===== src/hdl/fsct_pkg.sv =====
// Shared widths, codes and cell control types for the frequency-sorted count table.
package fsct_pkg;

   // Default sizing of the table
   localparam int NUM_TOPICS_DEF = 256;
   localparam int COUNT_BITS_DEF = 16;

   // Fixed port widths
   localparam int CMD_W       = 2;
   localparam int TOPIC_W     = 8;
   localparam int RANK_W      = 8;
   localparam int STATUS_W    = 2;
   localparam int COUNT_OUT_W = 16;
   localparam int LEN_W       = 9;

   // Command codes
   localparam logic [CMD_W-1:0] CMD_ADD  = 2'd0;
   localparam logic [CMD_W-1:0] CMD_MOVE = 2'd1;
   localparam logic [CMD_W-1:0] CMD_READ = 2'd2;

   // Status codes
   localparam logic [STATUS_W-1:0] STAT_OK     = 2'd0;
   localparam logic [STATUS_W-1:0] STAT_NO_OLD = 2'd1;
   localparam logic [STATUS_W-1:0] STAT_SAT    = 2'd2;
   localparam logic [STATUS_W-1:0] STAT_RANGE  = 2'd3;

   // Operation broadcast to every cell of the row
   typedef enum logic [2:0] {
      CELL_HOLD,
      CELL_MATCH,
      CELL_MARK_FIRST_LE,
      CELL_MARK_LAST_GE,
      CELL_MARK_INDEX,
      CELL_WRITE
   } cell_op_type;

   typedef struct packed {
      cell_op_type        op;
      logic               sel_old;     // write source: old-topic hit instead of new-topic hit
      logic [TOPIC_W-1:0] key_new;
      logic [TOPIC_W-1:0] key_old;
      logic [TOPIC_W-1:0] wr_topic_a;  // lands in the hit cell
      logic [TOPIC_W-1:0] wr_topic_b;  // lands in the marked cell
   } cell_ctl_type;

   typedef struct packed {
      logic hit_new;
      logic hit_old;
      logic mark;
   } cell_flag_type;

   // Sequencer states
   typedef enum logic [3:0] {
      S_IDLE,
      S_MATCH,
      S_MATCH_WAIT,
      S_EVAL,
      S_RAISE_MARK,
      S_RAISE_WAIT,
      S_RAISE_WRITE,
      S_APPEND_MARK,
      S_APPEND_WRITE,
      S_LOWER_MARK,
      S_LOWER_WAIT,
      S_LOWER_WRITE,
      S_READ_MARK,
      S_READ_WAIT,
      S_READ_DONE,
      S_FINISH
   } state_type;

endpackage


===== src/hdl/fsct_cell.sv =====
// One table slot: holds a topic and its count, compares against the broadcast keys.
module fsct_cell #(
   parameter int INDEX      = 0,
   parameter int NUM_TOPICS = fsct_pkg::NUM_TOPICS_DEF,
   parameter int COUNT_BITS = fsct_pkg::COUNT_BITS_DEF
) (
   input  logic                            clock,
   input  logic                            reset,
   input  fsct_pkg::cell_ctl_type          ctl,
   input  logic [COUNT_BITS-1:0]           key_count,
   input  logic [$clog2(NUM_TOPICS)-1:0]   key_index,
   input  logic [$clog2(NUM_TOPICS+1)-1:0] live_count,
   input  logic [COUNT_BITS-1:0]           wr_count_a,
   input  logic [COUNT_BITS-1:0]           wr_count_b,
   input  logic                            left_le,
   input  logic                            right_ge,
   output logic                            le_o,
   output logic                            ge_o,
   output fsct_pkg::cell_flag_type         flag_o,
   output logic [fsct_pkg::TOPIC_W-1:0]    topic_o,
   output logic [COUNT_BITS-1:0]           count_o
);

   localparam int IDX_W  = $clog2(NUM_TOPICS);
   localparam int LIVE_W = $clog2(NUM_TOPICS+1);

   logic                         live_hit;
   logic                         take_a;
   logic [fsct_pkg::TOPIC_W-1:0] topic_ff, topic_in;
   logic [COUNT_BITS-1:0]        count_ff, count_in;
   fsct_pkg::cell_flag_type      flag_ff, flag_in;

   // Slot lies inside the live part of the list
   assign live_hit = (LIVE_W'(INDEX) < live_count);

   // Neighbor chain terms: counts are descending, so le is a suffix and ge a prefix
   assign le_o   = live_hit && (count_ff <= key_count);
   assign ge_o   = live_hit && (count_ff >= key_count);
   assign take_a = ctl.sel_old ? flag_ff.hit_old : flag_ff.hit_new;

   // Flag updates
   always_comb begin
      flag_in = flag_ff;
      case (ctl.op)
         fsct_pkg::CELL_MATCH: begin
            flag_in.hit_new = live_hit && (topic_ff == ctl.key_new);
            flag_in.hit_old = live_hit && (topic_ff == ctl.key_old);
         end
         fsct_pkg::CELL_MARK_FIRST_LE: begin
            flag_in.mark = le_o && !left_le;
         end
         fsct_pkg::CELL_MARK_LAST_GE: begin
            flag_in.mark = ge_o && !right_ge;
         end
         fsct_pkg::CELL_MARK_INDEX: begin
            flag_in.mark = (IDX_W'(INDEX) == key_index);
         end
         default: begin
         end
      endcase
   end

   // Swap / store: marked cell takes side b, hit cell takes side a
   always_comb begin
      topic_in = topic_ff;
      count_in = count_ff;
      if (ctl.op == fsct_pkg::CELL_WRITE) begin
         if (flag_ff.mark) begin
            topic_in = ctl.wr_topic_b;
            count_in = wr_count_b;
         end else if (take_a) begin
            topic_in = ctl.wr_topic_a;
            count_in = wr_count_a;
         end
      end
   end

   always_ff @(posedge clock) begin
      if (reset) begin
         flag_ff <= '0;
      end else begin
         flag_ff <= flag_in;
      end
   end

   always_ff @(posedge clock) begin
      topic_ff <= topic_in;
      count_ff <= count_in;
   end

   assign flag_o  = flag_ff;
   assign topic_o = topic_ff;
   assign count_o = count_ff;

endmodule


===== config.mk =====
export PLATFORM = sky130hd
export DESIGN_NAME = fsct_cell
export DESIGN_NICKNAME = d
export VERILOG_FILES = /design/src/hdl/fsct_pkg.sv /design/src/hdl/fsct_cell.sv
export SDC_FILE = /design/constraint.sdc
export NUM_CORES = 1
export LEC_CHECK = 0
export BUFFER_PORTS_ARGS = -buffer_cell sky130_fd_sc_hd__buf_4
export CORE_UTILIZATION = 35
export DETAILED_ROUTE_END_ITERATION = 8
export PLACE_DENSITY = 0.71
export REMOVE_ABC_BUFFERS = 1
export SYNTH_ARGS = -nofsm -noshare
export SYNTH_HDL_FRONTEND = slang
export SYNTH_SLANG_ARGS = --single-unit

===== constraint.sdc =====
create_clock -name clock -period 12 [get_ports clock]
set_input_delay 2.4 -clock clock [delete_from_list [all_inputs] [get_ports clock]]
set_output_delay 2.4 -clock clock [all_outputs]
set_load 0.02 [all_outputs]

; Word-level counts from Yosys, hierarchy flattened
; Index checks and enable logic that the tools add are counted.
[totals]
register_bits = 27
out_inout_bits = 29
inputBits = 105
[classes]
n_reduce_logical = 12
mux = 6
n_eq_ne = 7
n_lt_le_gt_ge = 3
[ops]
columns = operator, n
row1 = $mux 16, 2
row2 = $eq 8x8->1, 2
row3 = $ge 16x16->1, 1
row4 = $le 16x16->1, 1
row5 = $mux 8, 2
row6 = $lt 1x9->1 const A, 1
row7 = $logic_not 8->1, 1
row8 = $eq 3x2->1 const B, 2
row9 = $eq 3x3->1 const B, 2
row10 = $logic_and 1x1->1, 6
row11 = $eq 3x1->1 const B, 1
row12 = $pmux 1 s3, 1
row13 = $reduce_bool 3->1, 1
row14 = $logic_not 1->1, 2
row15 = $reduce_and 2->1, 1
row16 = $reduce_bool 2->1, 1
row17 = $mux 1, 1

; Logic depth before layout (Yosys ltp)
; Gate-level depths: netlist of run 1.
[logic_depth]
depth_word = 4
mapped_depth = 8
ltp_nobuf = 8

; Least setup slack after synthesis of run 1
; Ideal clock, no wire load.
[synth_path]
kind = input to output
start = in key_count[13]
end = out le_o
stages = 7
required_time_ns = 9.600
t_arrival_ns = 4.083
setup_slack_ns = 5.517
cell_sequence = inv_1 -> ha_1 -> nand4_2 -> nor3_1 -> a21boi_1 -> or4_4 -> a21boi_0
[synth_between]
elab_chain_cells = 2
[synth_lines]
columns = item, line
row1 = "start, declared", fsct_cell.sv:10  ; input logic [COUNT_BITS-1:0] key_count,
row2 = $le 16x16->1, fsct_cell.sv:37  ; assign le_o = live_hit && (count_ff <= key_count);
row3 = $logic_and 1x1->1, fsct_cell.sv:37
row4 = "end, declared", fsct_cell.sv:17  ; output logic le_o,
; No other way between the ends.

; Worst setup path in the final report of run 1
; Ends and elaborated chain as after synthesis.

==> impl_metrics.prom, run 1 <==
# TYPE chip_impl_metric gauge
chip_impl_info{name="run_status",value="completed"} 1
chip_impl_info{name="gr-max-usage-layer",value="met2"} 1
chip_impl_metric{name="antenna_violations_before_repair",unit=""} 0
chip_impl_metric{name="slew_violations",unit=""} 0
chip_impl_metric{name="track_usage",unit="%"} 16.9
chip_impl_metric{name="design.portCount",unit=""} 134
chip_impl_metric{name="number_of_remaining_drc_errors",unit=""} 0
chip_impl_info{name="cpMaxStageDelayCell",value="or4_4"} 1
chip_impl_metric{name="worstPathRequired",unit="ns"} 9.60
chip_impl_metric{name="route.detailed.vias_per_inst",unit=""} 4.63
chip_impl_metric{name="critPathMaxFanout",unit=""} 4
chip_impl_metric{name="layout.nets",unit=""} 418
chip_impl_metric{name="min_period",unit="ns"} 6.47
chip_impl_metric{name="final.setup_skew",unit="ns"} 0.00190
chip_impl_metric{name="post-route-period-util",unit="%"} 53.9
chip_impl_metric{name="area_growth",unit="%"} 62.7
chip_impl_info{name="worst_hold_path_type",value="flop to flop"} 1
chip_impl_metric{name="pwr-share-comb",unit="%"} 26.7
chip_impl_metric{name="cts_inserted_buffers",unit=""} 3
chip_impl_metric{name="syn-mean-instance-area",unit="um^2"} 11.5
chip_impl_metric{name="avgRoutedWirePerCell",unit="um"} 13.1
chip_impl_metric{name="synth_cells",unit=""} 160
chip_impl_metric{name="tightestPinTransition",unit="ns"} 0.722
chip_impl_metric{name="numClockSinks",unit=""} 27
chip_impl_info{name="startpoint_type",value="input port"} 1
chip_impl_metric{name="cts_htree_levels",unit=""} 1
chip_impl_metric{name="insertedDiodeCount",unit=""} 0
chip_impl_metric{name="finalHoldViolations",unit=""} 0
chip_impl_metric{name="global_route.usage.met2",unit="%"} 31.2
chip_impl_metric{name="cts-root-to-sink-buffers",unit=""} 2
chip_impl_metric{name="routed_wirelength",unit="mm"} 4.80
chip_impl_metric{name="r2r.worst_path.cells",unit=""} 4
chip_impl_info{name="worst_path_most_repeated_cell",value="buf_4"} 1
chip_impl_metric{name="cts_resized",unit=""} 0
chip_impl_metric{name="static-leakage-power",unit="nW"} 1.40
chip_impl_metric{name="yosys.cell_types.count",unit=""} 33
chip_impl_metric{name="setup_viol_count_final",unit=""} 0
chip_impl_metric{name="remaining_antenna_violation_count",unit=""} 0
chip_impl_metric{name="internal_power",unit="mW"} 0.165
chip_impl_metric{name="synth.yosys.seq_area_share",unit="%"} 42.5
chip_impl_metric{name="die_area",unit="um^2"} 5540
chip_impl_metric{name="grtUsageMet1",unit="%"} 20.3
chip_impl_metric{name="switching_power",unit="mW"} 0.0494
chip_impl_metric{name="globalRouteOverflowTotal",unit=""} 0
chip_impl_metric{name="drt-initial-drc-count",unit=""} 21
chip_impl_metric{name="via_count_of_the_first_global_routing_pass",unit=""} 1712
chip_impl_info{name="critical_path.endpoint_type",value="output pin"} 1
chip_impl_metric{name="critical_path.n_buffers_inverters",unit=""} 3
chip_impl_metric{name="maximum_number_of_pins_on_one_net_before_global_route_repair",unit=""} 27
chip_impl_metric{name="postLayoutCoreUtil",unit="%"} 58.9
chip_impl_metric{name="cts_hold_buffers",unit=""} 0
chip_impl_metric{name="clk_pin_slew_worst_paths",unit="ns"} 0.09
chip_impl_metric{name="core-area",unit="um^2"} 5070
chip_impl_info{name="crit_type",value="input port to output pin"} 1
chip_impl_metric{name="worst_vdd_ir",unit="V"} 0.0000525
chip_impl_metric{name="fin_tns_setup",unit="ns"} 0
chip_impl_metric{name="detailedRoute.firstPassIterationCount",unit=""} 4
chip_impl_metric{name="num_vias",unit=""} 1695
chip_impl_metric{name="port_buffers",unit=""} 133
chip_impl_info{name="root_buffer_cell",value="clkbuf_8"} 1
chip_impl_metric{name="worstSetupPathDepth",unit=""} 9
chip_impl_metric{name="clk_latency_worst_skew_pair",unit="ns"} 0.27
chip_impl_metric{name="power_share_of_the_sequential_group",unit="%"} 49.1
chip_impl_metric{name="power.share.switching",unit="%"} 23.0
chip_impl_metric{name="clock.fmax",unit="MHz"} 155
chip_impl_metric{name="maxCapViolCount",unit=""} 0
chip_impl_metric{name="number_of_warnings_reported_in_the_yosys_synthesis_log",unit=""} 0
chip_impl_metric{name="post_synth_instance_area",unit="um^2"} 1840
chip_impl_metric{name="dp_hpwl",unit="mm"} 4.06
chip_impl_metric{name="first_pass_grt_wire_length",unit="mm"} 7.14
chip_impl_metric{name="die_w",unit="um"} 74.4
chip_impl_metric{name="pwr_density_cell",unit="nW/um^2"} 71.9
chip_impl_metric{name="starting_utilization_of_the_core_area",unit="%"} 36.2
chip_impl_metric{name="chipHeight",unit="um"} 74.4
chip_impl_metric{name="postCtsSetupRepairBufs",unit=""} 0
chip_impl_metric{name="layout-drive-gt1-share",unit="%"} 56.4
chip_impl_info{name="rsz0062_at_grt",value="false"} 1
chip_impl_info{name="tritoncts",value="yes"} 1
chip_impl_metric{name="ys_ff_latch",unit=""} 27
chip_impl_metric{name="max-slew-margin-rel",unit="%"} 51.8
chip_impl_metric{name="std_cell_rows",unit=""} 26
chip_impl_info{name="crit_path_cell_trace",value="buf_4, inv_1, ha_1, nand4_2, nor3_1, a21boi_1, or4_4, a21boi_0, buf_4"} 1
chip_impl_info{name="path_delay_family",value="simple AND/OR/NAND/NOR gates"} 1
chip_impl_metric{name="grt_util_met3",unit="%"} 3.52
chip_impl_metric{name="whs_path_depth",unit=""} 2
chip_impl_metric{name="critPathArrivalTime",unit="ns"} 4.07
chip_impl_metric{name="clock_power_share",unit="%"} 24.1
chip_impl_metric{name="gp_congestion",unit=""} 0.783
chip_impl_metric{name="cp_slowest_stage_delay",unit="ns"} 0.54
-- power groups by stage --
stage	combinational (mW)	sequential (mW)	clock, mW
after global placement	0.0568	0.108	0
final	0.0574	0.106	0.0518
after floorplan	0.0209	0.110	0
after CTS	0.0584	0.106	0.0543
after detailed placement	0.0581	0.108	0
after global routing	0.0632	0.106	0.0572
-- path summary, 6_finish.rpt --
kind | from | slack (ns) | to
worst min register to register | flag_o[1] | 0.50 | flag_o[1]
worst max-delay path | key_count[13] | 5.53 | le_o
worst max register to register | flag_o[0] | 9.74 | count_o[10]
worst min-delay path | flag_o[1] | 0.50 | flag_o[1]
-- synth_stat cells (all sizes together) --
master | instances | share of area (%)
or4 | 1 | 0.61
and2 | 1 | 0.34
mux2 | 24 | 15
a211oi | 3 | 1.2
a311oi | 1 | 0.82
nor2 | 1 | 0.20
o21ai | 2 | 0.54
nor4 | 7 | 2.4
a21o | 3 | 1.2
dfxtp | 3 | 3.3
nand4 | 6 | 2.4
nor3 | 3 | 0.82
clkbuf | 2 | 0.41
buf | 1 | 0.20
a21oi | 8 | 2.2
nand2 | 4 | 0.82
nor2b | 3 | 1.0
nand2b | 2 | 0.68
nand3 | 4 | 1.1
inv | 16 | 3.3
xor2 | 16 | 7.6
a22o | 1 | 0.48
and3b | 1 | 0.48
nor4bb | 1 | 0.54
nor3b | 2 | 0.82
o21a | 1 | 0.41
a21boi | 2 | 0.82
edfxtp | 24 | 39
and4 | 1 | 0.48
ha | 16 | 11
-- layer usage --
metal,up-vias,share of wire (%)
met5,-,0
met4,0,0.38
met3,2,7.1
met2,69,51
met1,751,41
li1,873,-
-- tightest hold or removal path, cell delays in order, from the launching register on --
cell      delay, ns
dfxtp_1        0.34
nand2b_1       0.07
a21oi_1        0.05
-- cell type report --
cell class	count	area, um^2
clock buffers	3	41.3
clock inverters	1	5.00
fillers	462	2090
inverters	16	60.1
multi-input cells	114	1000
flip-flops and latches	27	781
well taps	70	87.6
repair buffers	135	1010
-- state kept, by name, indices dropped and copies added (netlist names) --
name / flops
topic_o: 8
count_o: 16
flag_o: 3
-- cell usage in the layout, fill, tap and decap left out, types with 2 or more instances in the layout --
cell type / n
buf_4: 135
mux2_2: 24
edfxtp_1: 24
inv_1: 16
xor2_1: 16
ha_1: 16
a21oi_1: 8
nor4_1: 7
nand4_1: 5
nand3_1: 4
nand2_1: 4
nor3_1: 3
a21o_1: 3
nor2b_1: 3
a211oi_1: 3
clkbuf_8: 3
dfxtp_1: 3
nor3b_1: 2
nand2b_1: 2
-- kinds of logic (layout without fill, tap and decap cells) --
family,count (synthesis),after routing,share of synthesized area [%]
AO/OA/AOI/OAI,21,21,7.70
XOR/XNOR,16,16,7.63
adder cells (fa/ha/maj),16,16,10.9
buffers and inverters,19,155,3.88
flip-flops,27,27,42.5
multiplexers,24,24,14.7
AND/OR/NAND/NOR,37,37,12.7
-- metrics by stage --
step | instance area, um^2 | instances | total power, mW | hold WS (ns) | setup slack [ns]
floorplan | 1830 | 157 | 0.131 | 0.545 | 5.52
global placement | 2940 | 362 | 0.165 | 0.470 | 5.55
detailed placement | 2940 | 362 | 0.166 | 0.482 | 5.51
CTS | 2990 | 366 | 0.218 | 0.500 | 5.50
global route | 2990 | 366 | 0.226 | 0.524 | 5.43
finish | 2990 | 366 | 0.215 | 0.497 | 5.53
Note: power is estimated with default switching activity, not from simulation.
==> run 2: changes to the inputs <==
--- a/config.mk
+++ b/config.mk
@@ -5,10 +5,11 @@
 export SDC_FILE = /design/constraint.sdc
 export NUM_CORES = 1
 export LEC_CHECK = 0
+export ABC_AREA = 1
 export BUFFER_PORTS_ARGS = -buffer_cell sky130_fd_sc_hd__buf_4
 export CORE_UTILIZATION = 35
 export DETAILED_ROUTE_END_ITERATION = 8
-export PLACE_DENSITY = 0.71
+export PLACE_DENSITY = 0.72
 export REMOVE_ABC_BUFFERS = 1
 export SYNTH_ARGS = -nofsm -noshare
 export SYNTH_HDL_FRONTEND = slang
==> constraint.sdc (replaced) <==
create_clock -name clock -period 5.2 [get_ports clock]
set_input_delay 1.04 -clock clock [delete_from_list [all_inputs] [get_ports clock]]
set_output_delay 1.04 -clock clock [all_outputs]
set_load 0.02 [all_outputs]
==> run 2 against run 1 <==
  * Flip-flop and latch count did not move
  * Cell area rose by 2.6%
  * Critical path depth rose by 1
  * Cell count rose by 26%
  * Sequential share of layout area fell by 0.67 points
  * Sequential power rose by 140%
  * Routed wire length rose by 3.4%
==> impl_metrics.prom, run 2 <==
# TYPE chip_impl_metric gauge
chip_impl_metric{name="die_area",unit="um^2"} 5920
chip_impl_metric{name="synth.area.mux_share",unit="%"} 0
chip_impl_info{name="rsz0062_at_grt",value="false"} 1
chip_impl_metric{name="power_share_of_the_sequential_group",unit="%"} 49.1
chip_impl_metric{name="maxCapViolCount",unit=""} 0
chip_impl_metric{name="syn-mean-instance-area",unit="um^2"} 7.56
chip_impl_metric{name="clk_pin_slew_worst_paths",unit="ns"} 0.09
chip_impl_metric{name="yosys.cell_types.count",unit=""} 28
chip_impl_metric{name="finalHoldViolations",unit=""} 0
chip_impl_metric{name="maximum_number_of_pins_on_one_net_before_global_route_repair",unit=""} 29
chip_impl_metric{name="report.power.total",unit="mW"} 0.512
chip_impl_info{name="crit_type",value="input port to output pin"} 1
chip_impl_info{name="crit_path_cell_trace",value="buf_4, inv_1, ha_1, a21o_1, nor2_1, nand2_1, nand2_1, nand2_1, a21boi_0, buf_4"} 1
chip_impl_metric{name="ys_ff_latch",unit=""} 27
chip_impl_metric{name="worst_vdd_ir",unit="V"} 0.000117
chip_impl_metric{name="die_w",unit="um"} 76.9
chip_impl_info{name="final_cell_mix",value="133 x buf_4, 105 x nand2_1, 33 x inv_1"} 1
chip_impl_metric{name="design.portCount",unit=""} 134
chip_impl_metric{name="cts_htree_levels",unit=""} 1
chip_impl_info{name="synthDominantAreaCellType",value="edfxtp_1"} 1
chip_impl_metric{name="gp_congestion",unit=""} 0.883
chip_impl_metric{name="antenna_violations_before_repair",unit=""} 0
chip_impl_metric{name="worstPathRequired",unit="ns"} 4.16
chip_impl_metric{name="numClockSinks",unit=""} 27
chip_impl_info{name="synth.area.top_cells",value="edfxtp_1 37%, nand2_1 20%, ha_1 10%"} 1
chip_impl_metric{name="synth-compound-area-share",unit="%"} 4.97
chip_impl_metric{name="pwr_density_cell",unit="nW/um^2"} 167
chip_impl_info{name="run_status",value="completed"} 1
chip_impl_info{name="worst_path_most_repeated_cell",value="nand2_1"} 1
chip_impl_metric{name="num_vias",unit=""} 2063
chip_impl_info{name="layout_commonest_cell",value="buf_4"} 1
chip_impl_metric{name="synth_cells",unit=""} 260
chip_impl_metric{name="clk_latency_worst_skew_pair",unit="ns"} 0.27
chip_impl_info{name="cpMaxStageDelayCell",value="ha_1"} 1
chip_impl_info{name="synth_top_flop_cell",value="edfxtp_1"} 1
chip_impl_metric{name="min_period",unit="ns"} 3.36
chip_impl_metric{name="tightestPinTransition",unit="ns"} 0.986
chip_impl_metric{name="final.setup_skew",unit="ns"} 0.00510
chip_impl_metric{name="switching_power",unit="mW"} 0.133
chip_impl_metric{name="setup_viol_count_final",unit=""} 0
chip_impl_metric{name="cts-root-to-sink-buffers",unit=""} 2
chip_impl_info{name="critical_path.endpoint_type",value="output pin"} 1
chip_impl_metric{name="via_count_of_the_first_global_routing_pass",unit=""} 1978
chip_impl_metric{name="route.detailed.vias_per_inst",unit=""} 4.47
chip_impl_metric{name="internal_power",unit="mW"} 0.379
chip_impl_metric{name="avgRoutedWirePerCell",unit="um"} 10.7
chip_impl_metric{name="synth-edff-count",unit=""} 24
chip_impl_metric{name="synth_top_cell_area_share",unit="%"} 36.7
chip_impl_metric{name="pwr-share-comb",unit="%"} 27.1
chip_impl_metric{name="power.share.switching",unit="%"} 26.0
chip_impl_metric{name="static-leakage-power",unit="nW"} 1.65
chip_impl_metric{name="first_pass_grt_wire_length",unit="mm"} 8.52
chip_impl_metric{name="port_buffers",unit=""} 133
chip_impl_info{name="tritoncts",value="yes"} 1
chip_impl_metric{name="slew_violations",unit=""} 0
chip_impl_metric{name="fin_tns_setup",unit="ns"} 0
chip_impl_info{name="yosysMostFrequentCell",value="nand2_1"} 1
chip_impl_metric{name="post_dp_cell_area",unit="um^2"} 3020
chip_impl_metric{name="post_synth_xor_area_fraction",unit="%"} 2.68
chip_impl_metric{name="number_of_remaining_drc_errors",unit=""} 0
chip_impl_info{name="netlist_top_cells_count",value="105 x nand2_1, 33 x inv_1, 24 x edfxtp_1"} 1
chip_impl_metric{name="chipHeight",unit="um"} 76.9
chip_impl_metric{name="stdcell_area",unit="um^2"} 3070
chip_impl_metric{name="synth-simple-area-share",unit="%"} 33.9
chip_impl_metric{name="post_synth_instance_area",unit="um^2"} 1960
chip_impl_info{name="worst_hold_path_type",value="flop to flop"} 1
chip_impl_metric{name="post-route-period-util",unit="%"} 64.7
chip_impl_metric{name="postCtsSetupRepairBufs",unit=""} 0
chip_impl_metric{name="clock.fmax",unit="MHz"} 297
chip_impl_info{name="startpoint_type",value="input port"} 1
chip_impl_metric{name="layout.nets",unit=""} 514
chip_impl_metric{name="globalRouteOverflowTotal",unit=""} 0
chip_impl_metric{name="cts_resized",unit=""} 0
chip_impl_metric{name="synth-adder-area-share",unit="%"} 10.2
chip_impl_metric{name="remaining_antenna_violation_count",unit=""} 0
chip_impl_metric{name="drt-initial-drc-count",unit=""} 27
chip_impl_info{name="root_buffer_cell",value="clkbuf_8"} 1
chip_impl_metric{name="max-slew-margin-rel",unit="%"} 34.1
chip_impl_metric{name="layout-drive-gt1-share",unit="%"} 39.3
chip_impl_metric{name="routed_wirelength",unit="mm"} 4.96
chip_impl_metric{name="track_usage",unit="%"} 17.4
chip_impl_metric{name="clock_power_share",unit="%"} 23.8
chip_impl_metric{name="synth_async_sr_flop_share",unit="%"} 0
chip_impl_metric{name="cp_slowest_stage_delay",unit="ns"} 0.31
chip_impl_metric{name="number_of_warnings_reported_in_the_yosys_synthesis_log",unit=""} 0
chip_impl_metric{name="critPathArrivalTime",unit="ns"} 2.32
chip_impl_metric{name="insertedDiodeCount",unit=""} 0
chip_impl_metric{name="std_cell_rows",unit=""} 26
chip_impl_metric{name="starting_utilization_of_the_core_area",unit="%"} 37.3
chip_impl_metric{name="cts_inserted_buffers",unit=""} 3
chip_impl_metric{name="synth.yosys.seq_area_share",unit="%"} 39.7
chip_impl_info{name="main_combinational_cell_family_by_area_after_synthesis",value="simple AND/OR/NAND/NOR gates"} 1
chip_impl_metric{name="area_growth",unit="%"} 56.1
chip_impl_metric{name="core-area",unit="um^2"} 5270
chip_impl_metric{name="detailedRoute.firstPassIterationCount",unit=""} 4
chip_impl_metric{name="dp_hpwl",unit="mm"} 4.12
chip_impl_metric{name="largest_register_ff_count",unit=""} 16
chip_impl_metric{name="critPathMaxFanout",unit=""} 3
chip_impl_metric{name="cts_hold_buffers",unit=""} 0
## run 2: cell count changes after synthesis, sizes merged, moves of 3 or more
cell and change:
or2 +8, nand2 +101, nand3 +5, xor2 -10
mux2 -24, a211oi -3, o21ai +4, nor2b -3
inv +21, nor2 +13
## run 2: cells by family (layout without fill, tap and decap cells)
group | after synthesis | count (layout)
flip-flops | 27 | 27
XOR/XNOR | 6 | 6
buffers and inverters | 42 | 174
adder cells (fa/ha/maj) | 16 | 16
AO/OA/AOI/OAI | 17 | 17
AND/OR/NAND/NOR | 152 | 152
## run 2: metrics by stage
step	setup slack (ns)	instances	util, %	hold WS, ns
5_1_grt	1.73	462	58.2	0.638
3_3_place_gp	1.86	458	57.3	0.559
2_1_floorplan	1.86	255	-	0.617
4_1_cts	1.84	462	58.2	0.579
6_report	1.84	462	58.2	0.576
3_5_place_dp	1.85	458	57.3	0.559
## run 2: area by class of cell
type	count	area (um^2)
clock buffers	4	45.0
fillers	507	2200
multi-input cells	191	1020
inverters	37	139
well taps	70	87.6
flip-flops and latches	27	781
repair buffers	133	998
## run 2: worst max-delay path: cells and delay by family
family                     cells  cell delay, ns
and+or+nand+nor                4            0.35
AOI/OAI and AO/OA              2            0.34
adders and majority gates      1            0.31
buffers and inverters          3            0.27
## run 2: path summary, 6_finish.rpt
kind                startpoint         end  slack, ns  depth (start not counted)
setup reg to reg     flag_o[0]  topic_o[5]       2.91                          2
hold reg to reg      flag_o[1]   flag_o[1]       0.58                          2
setup / recovery  key_count[7]        le_o       1.84                         10
hold / removal       flag_o[1]   flag_o[1]       0.58                          2
## run 2: power by group through the flow
stage | registers (mW) | clock network [mW] | logic [mW]
6_report | 0.251 | 0.122 | 0.139
5_1_grt | 0.253 | 0.133 | 0.156
4_1_cts | 0.252 | 0.125 | 0.140
3_5_place_dp | 0.257 | 0 | 0.140
3_3_place_gp | 0.257 | 0 | 0.137
2_1_floorplan | 0.260 | 0 | 0.0534
## run 2: layer usage
metal	up-vias	track usage [%]	wire (um)
met5	-	0	0
met4	0	5.77	96
met3	8	3.57	392
met2	90	30.3	2350
met1	868	21.3	2130
li1	1097	-	-
==> run 3: changes to the inputs <==
--- a/config.mk
+++ b/config.mk
@@ -5,11 +5,11 @@
 export SDC_FILE = /design/constraint.sdc
 export NUM_CORES = 1
 export LEC_CHECK = 0
-export ABC_AREA = 1
+export ABC_AREA = 0
 export BUFFER_PORTS_ARGS = -buffer_cell sky130_fd_sc_hd__buf_4
 export CORE_UTILIZATION = 35
 export DETAILED_ROUTE_END_ITERATION = 8
-export PLACE_DENSITY = 0.72
+export PLACE_DENSITY = 0.74
 export REMOVE_ABC_BUFFERS = 1
 export SYNTH_ARGS = -nofsm -noshare
 export SYNTH_HDL_FRONTEND = slang
==> constraint.sdc (replaced) <==
create_clock -name clock -period 2.79 [get_ports clock]
set_input_delay 0.558 -clock clock [delete_from_list [all_inputs] [get_ports clock]]
set_output_delay 0.558 -clock clock [all_outputs]
set_load 0.02 [all_outputs]
==> run 3 against run 2 <==
  * Hold slack got worse by 0.11 ns
  * Die area fell by 6.3%
  * Critical path depth is 3 lower
  * Largest cell class unchanged
  * Sequential share of layout area down 0.93 points
  * Highest routed layer unchanged
  * Cell count is 19% lower
  * Clock skew is 0.00086 ns higher
  * Critical endpoint is now ge_o
  * Count of clock-buffer cells in the layout decreased by 1
  * Cell area grew 3.8%
  * Flip-flop and latch count did not move
  * Global-route usage down 0.86 points
  * The run now ends with negative setup slack left
  * Non-clock buffer count grew 11
==> impl_metrics.prom, run 3 (synthesized netlist as in run 1, its figures left out) <==
# TYPE chip_impl_metric gauge
chip_impl_metric{name="cts-root-to-sink-buffers",unit=""} 2
chip_impl_metric{name="remaining_antenna_violation_count",unit=""} 0
chip_impl_metric{name="numClockSinks",unit=""} 27
chip_impl_metric{name="maxCapViolCount",unit=""} 0
chip_impl_metric{name="starting_utilization_of_the_core_area",unit="%"} 36.2
chip_impl_metric{name="gp_congestion",unit=""} 0.764
chip_impl_metric{name="pwr_density_cell",unit="nW/um^2"} 298
chip_impl_metric{name="layout.nets",unit=""} 427
chip_impl_metric{name="min_period",unit="ns"} 2.79
chip_impl_info{name="violations",value="negative setup slack"} 1
chip_impl_metric{name="antenna_violations_before_repair",unit=""} 0
chip_impl_metric{name="static-leakage-power",unit="nW"} 1.45
chip_impl_info{name="tritoncts",value="yes"} 1
chip_impl_metric{name="std_cell_rows",unit=""} 26
chip_impl_metric{name="clock.fmax",unit="MHz"} 358
chip_impl_metric{name="chipHeight",unit="um"} 74.4
chip_impl_info{name="final_cell_mix",value="142 x buf_4, 24 x mux2_2, 24 x edfxtp_1"} 1
chip_impl_metric{name="finalHoldViolations",unit=""} 0
chip_impl_info{name="worst_hold_path_type",value="input port to flop"} 1
chip_impl_metric{name="port_buffers",unit=""} 133
chip_impl_metric{name="maximum_number_of_pins_on_one_net_before_global_route_repair",unit=""} 25
chip_impl_metric{name="die_area",unit="um^2"} 5540
chip_impl_metric{name="area_growth",unit="%"} 73.3
chip_impl_metric{name="num_vias",unit=""} 1766
chip_impl_metric{name="first_pass_grt_wire_length",unit="mm"} 7.06
chip_impl_metric{name="dpl_ws",unit="ns"} -0.0260
chip_impl_metric{name="stdcell_area",unit="um^2"} 3180
chip_impl_metric{name="layout-drive-gt1-share",unit="%"} 61.6
chip_impl_metric{name="fin_tns_setup",unit="ns"} -0.00242
chip_impl_metric{name="max-slew-margin-rel",unit="%"} 72.5
chip_impl_metric{name="route.detailed.vias_per_inst",unit=""} 4.71
chip_impl_metric{name="critPathArrivalTime",unit="ns"} 2.23
chip_impl_metric{name="detailedRoute.firstPassIterationCount",unit=""} 4
chip_impl_metric{name="tightestPinTransition",unit="ns"} 0.412
chip_impl_metric{name="setup_viol_count_final",unit=""} 1
chip_impl_metric{name="largest_register_ff_count",unit=""} 16
chip_impl_metric{name="worst_path_setup_slack_after_routing",unit="ns"} -0.00242
chip_impl_metric{name="worst_vdd_ir",unit="V"} 0.000162
chip_impl_info{name="startpoint_type",value="flop"} 1
chip_impl_metric{name="post_dp_cell_area",unit="um^2"} 2980
chip_impl_metric{name="design.portCount",unit=""} 134
chip_impl_metric{name="report.power.total",unit="mW"} 0.950
chip_impl_metric{name="placedCellCount",unit=""} 367
chip_impl_metric{name="core-area",unit="um^2"} 5070
chip_impl_metric{name="post-route-period-util",unit="%"} 100
chip_impl_info{name="run_status",value="finished, violations left"} 1
chip_impl_metric{name="drt-initial-drc-count",unit=""} 32
chip_impl_metric{name="worstPathRequired",unit="ns"} 2.23
chip_impl_metric{name="postLayoutCoreUtil",unit="%"} 62.7
chip_impl_metric{name="track_usage",unit="%"} 16.6
chip_impl_metric{name="clk_pin_slew_worst_paths",unit="ns"} 0.10
chip_impl_info{name="rsz0062_at_grt",value="true"} 1
chip_impl_info{name="crit_type",value="flop to output pin"} 1
chip_impl_metric{name="via_count_of_the_first_global_routing_pass",unit=""} 1685
chip_impl_info{name="root_buffer_cell",value="clkbuf_8"} 1
chip_impl_info{name="critical_path.endpoint_type",value="output pin"} 1
chip_impl_metric{name="clk_latency_worst_skew_pair",unit="ns"} 0.27
chip_impl_metric{name="cts_inserted_buffers",unit=""} 3
chip_impl_metric{name="globalRouteOverflowTotal",unit=""} 0
chip_impl_metric{name="slew_violations",unit=""} 0
chip_impl_info{name="layout_commonest_cell",value="buf_4"} 1
chip_impl_metric{name="final.setup_skew",unit="ns"} 0.00597
chip_impl_metric{name="cts_htree_levels",unit=""} 1
chip_impl_metric{name="fin_hold_ws",unit="ns"} 0.467
chip_impl_metric{name="insertedDiodeCount",unit=""} 0
chip_impl_metric{name="cts_hold_buffers",unit=""} 0
chip_impl_metric{name="avgRoutedWirePerCell",unit="um"} 13.2
chip_impl_metric{name="dp_hpwl",unit="mm"} 3.94
chip_impl_metric{name="final_cells",unit=""} 375
chip_impl_metric{name="number_of_remaining_drc_errors",unit=""} 0
chip_impl_metric{name="n_fill_cell",unit=""} 448
chip_impl_metric{name="die_w",unit="um"} 74.4
chip_impl_metric{name="routed_wirelength",unit="mm"} 4.95
chip_impl_metric{name="critPathMaxFanout",unit=""} 4
[run 3: changes by cell type in the layout (fill, tap and decap cells not counted), sizes merged, moves of 10 or more]
cell / change
inv: -21
mux2: +24
nor2: -13
buf: +11
xor2: +10
nand2: -101
[run 3: area by class of cell]
type / instances / area, um^2 / share of cell area (%)
Timing Repair Buffer: 144 / 1090 / 34.2
Clock inverter: 1 / 5.00 / 0.157
Tap cell: 70 / 87.6 / 2.75
Inverter: 16 / 60.1 / 1.89
Multi-Input combinational cell: 114 / 1120 / 35.2
Sequential cell: 27 / 781 / 24.5
Clock buffer: 3 / 41.3 / 1.30
[run 3: where the power goes]
| part | switching [mW] | leakage [nW] | internal, mW |
|---|---|---|---|
| logic | 0.0930 | 1.19 | 0.176 |
| clock network | 0.128 | 0.0255 | 0.100 |
| registers | 0.00391 | 0.241 | 0.449 |
| total | 0.225 | 1.45 | 0.725 |
[run 3: path summary, 6_finish.rpt]
check	slack, ns	endpoint	depth (start not counted)	from
max	-0.002	ge_o	7	count_o[1]
min reg2reg	0.49	flag_o[2]	2	flag_o[2]
max reg2reg	0.65	flag_o[0]	7	count_o[1]
min	0.47	flag_o[0]	2	reset
[run 3: per-layer routing]
layer	share of wire, %	GRT usage, %	up-vias
met4	1.3	5.66	0
met2	53	30.1	69
met5	0	0	-
li1	-	-	885
met1	40	19.6	806
met3	5.7	2.85	6
[run 3: critical path, cell delays in order, from the launching register on]
cell      delay, ns
edfxtp_1       0.45
ha_4           0.26
nor2b_4        0.12
o21ai_2        0.13
a21boi_1       0.08
or4_4          0.57
o21a_1         0.22
buf_6          0.13
[run 3: repair_timing]
| item | 4_1_cts | 5_1_grt |
|---|---|---|
| endpoints found under the hold margin | 0 | 0 |
| gates cloned | 0 | 0 |
| resized for setup | 2 | 14 |
| pin swaps | 1 | 7 |
| endpoints found under the setup margin | 2 | 2 |
| buffers inserted | 3 | 1 |
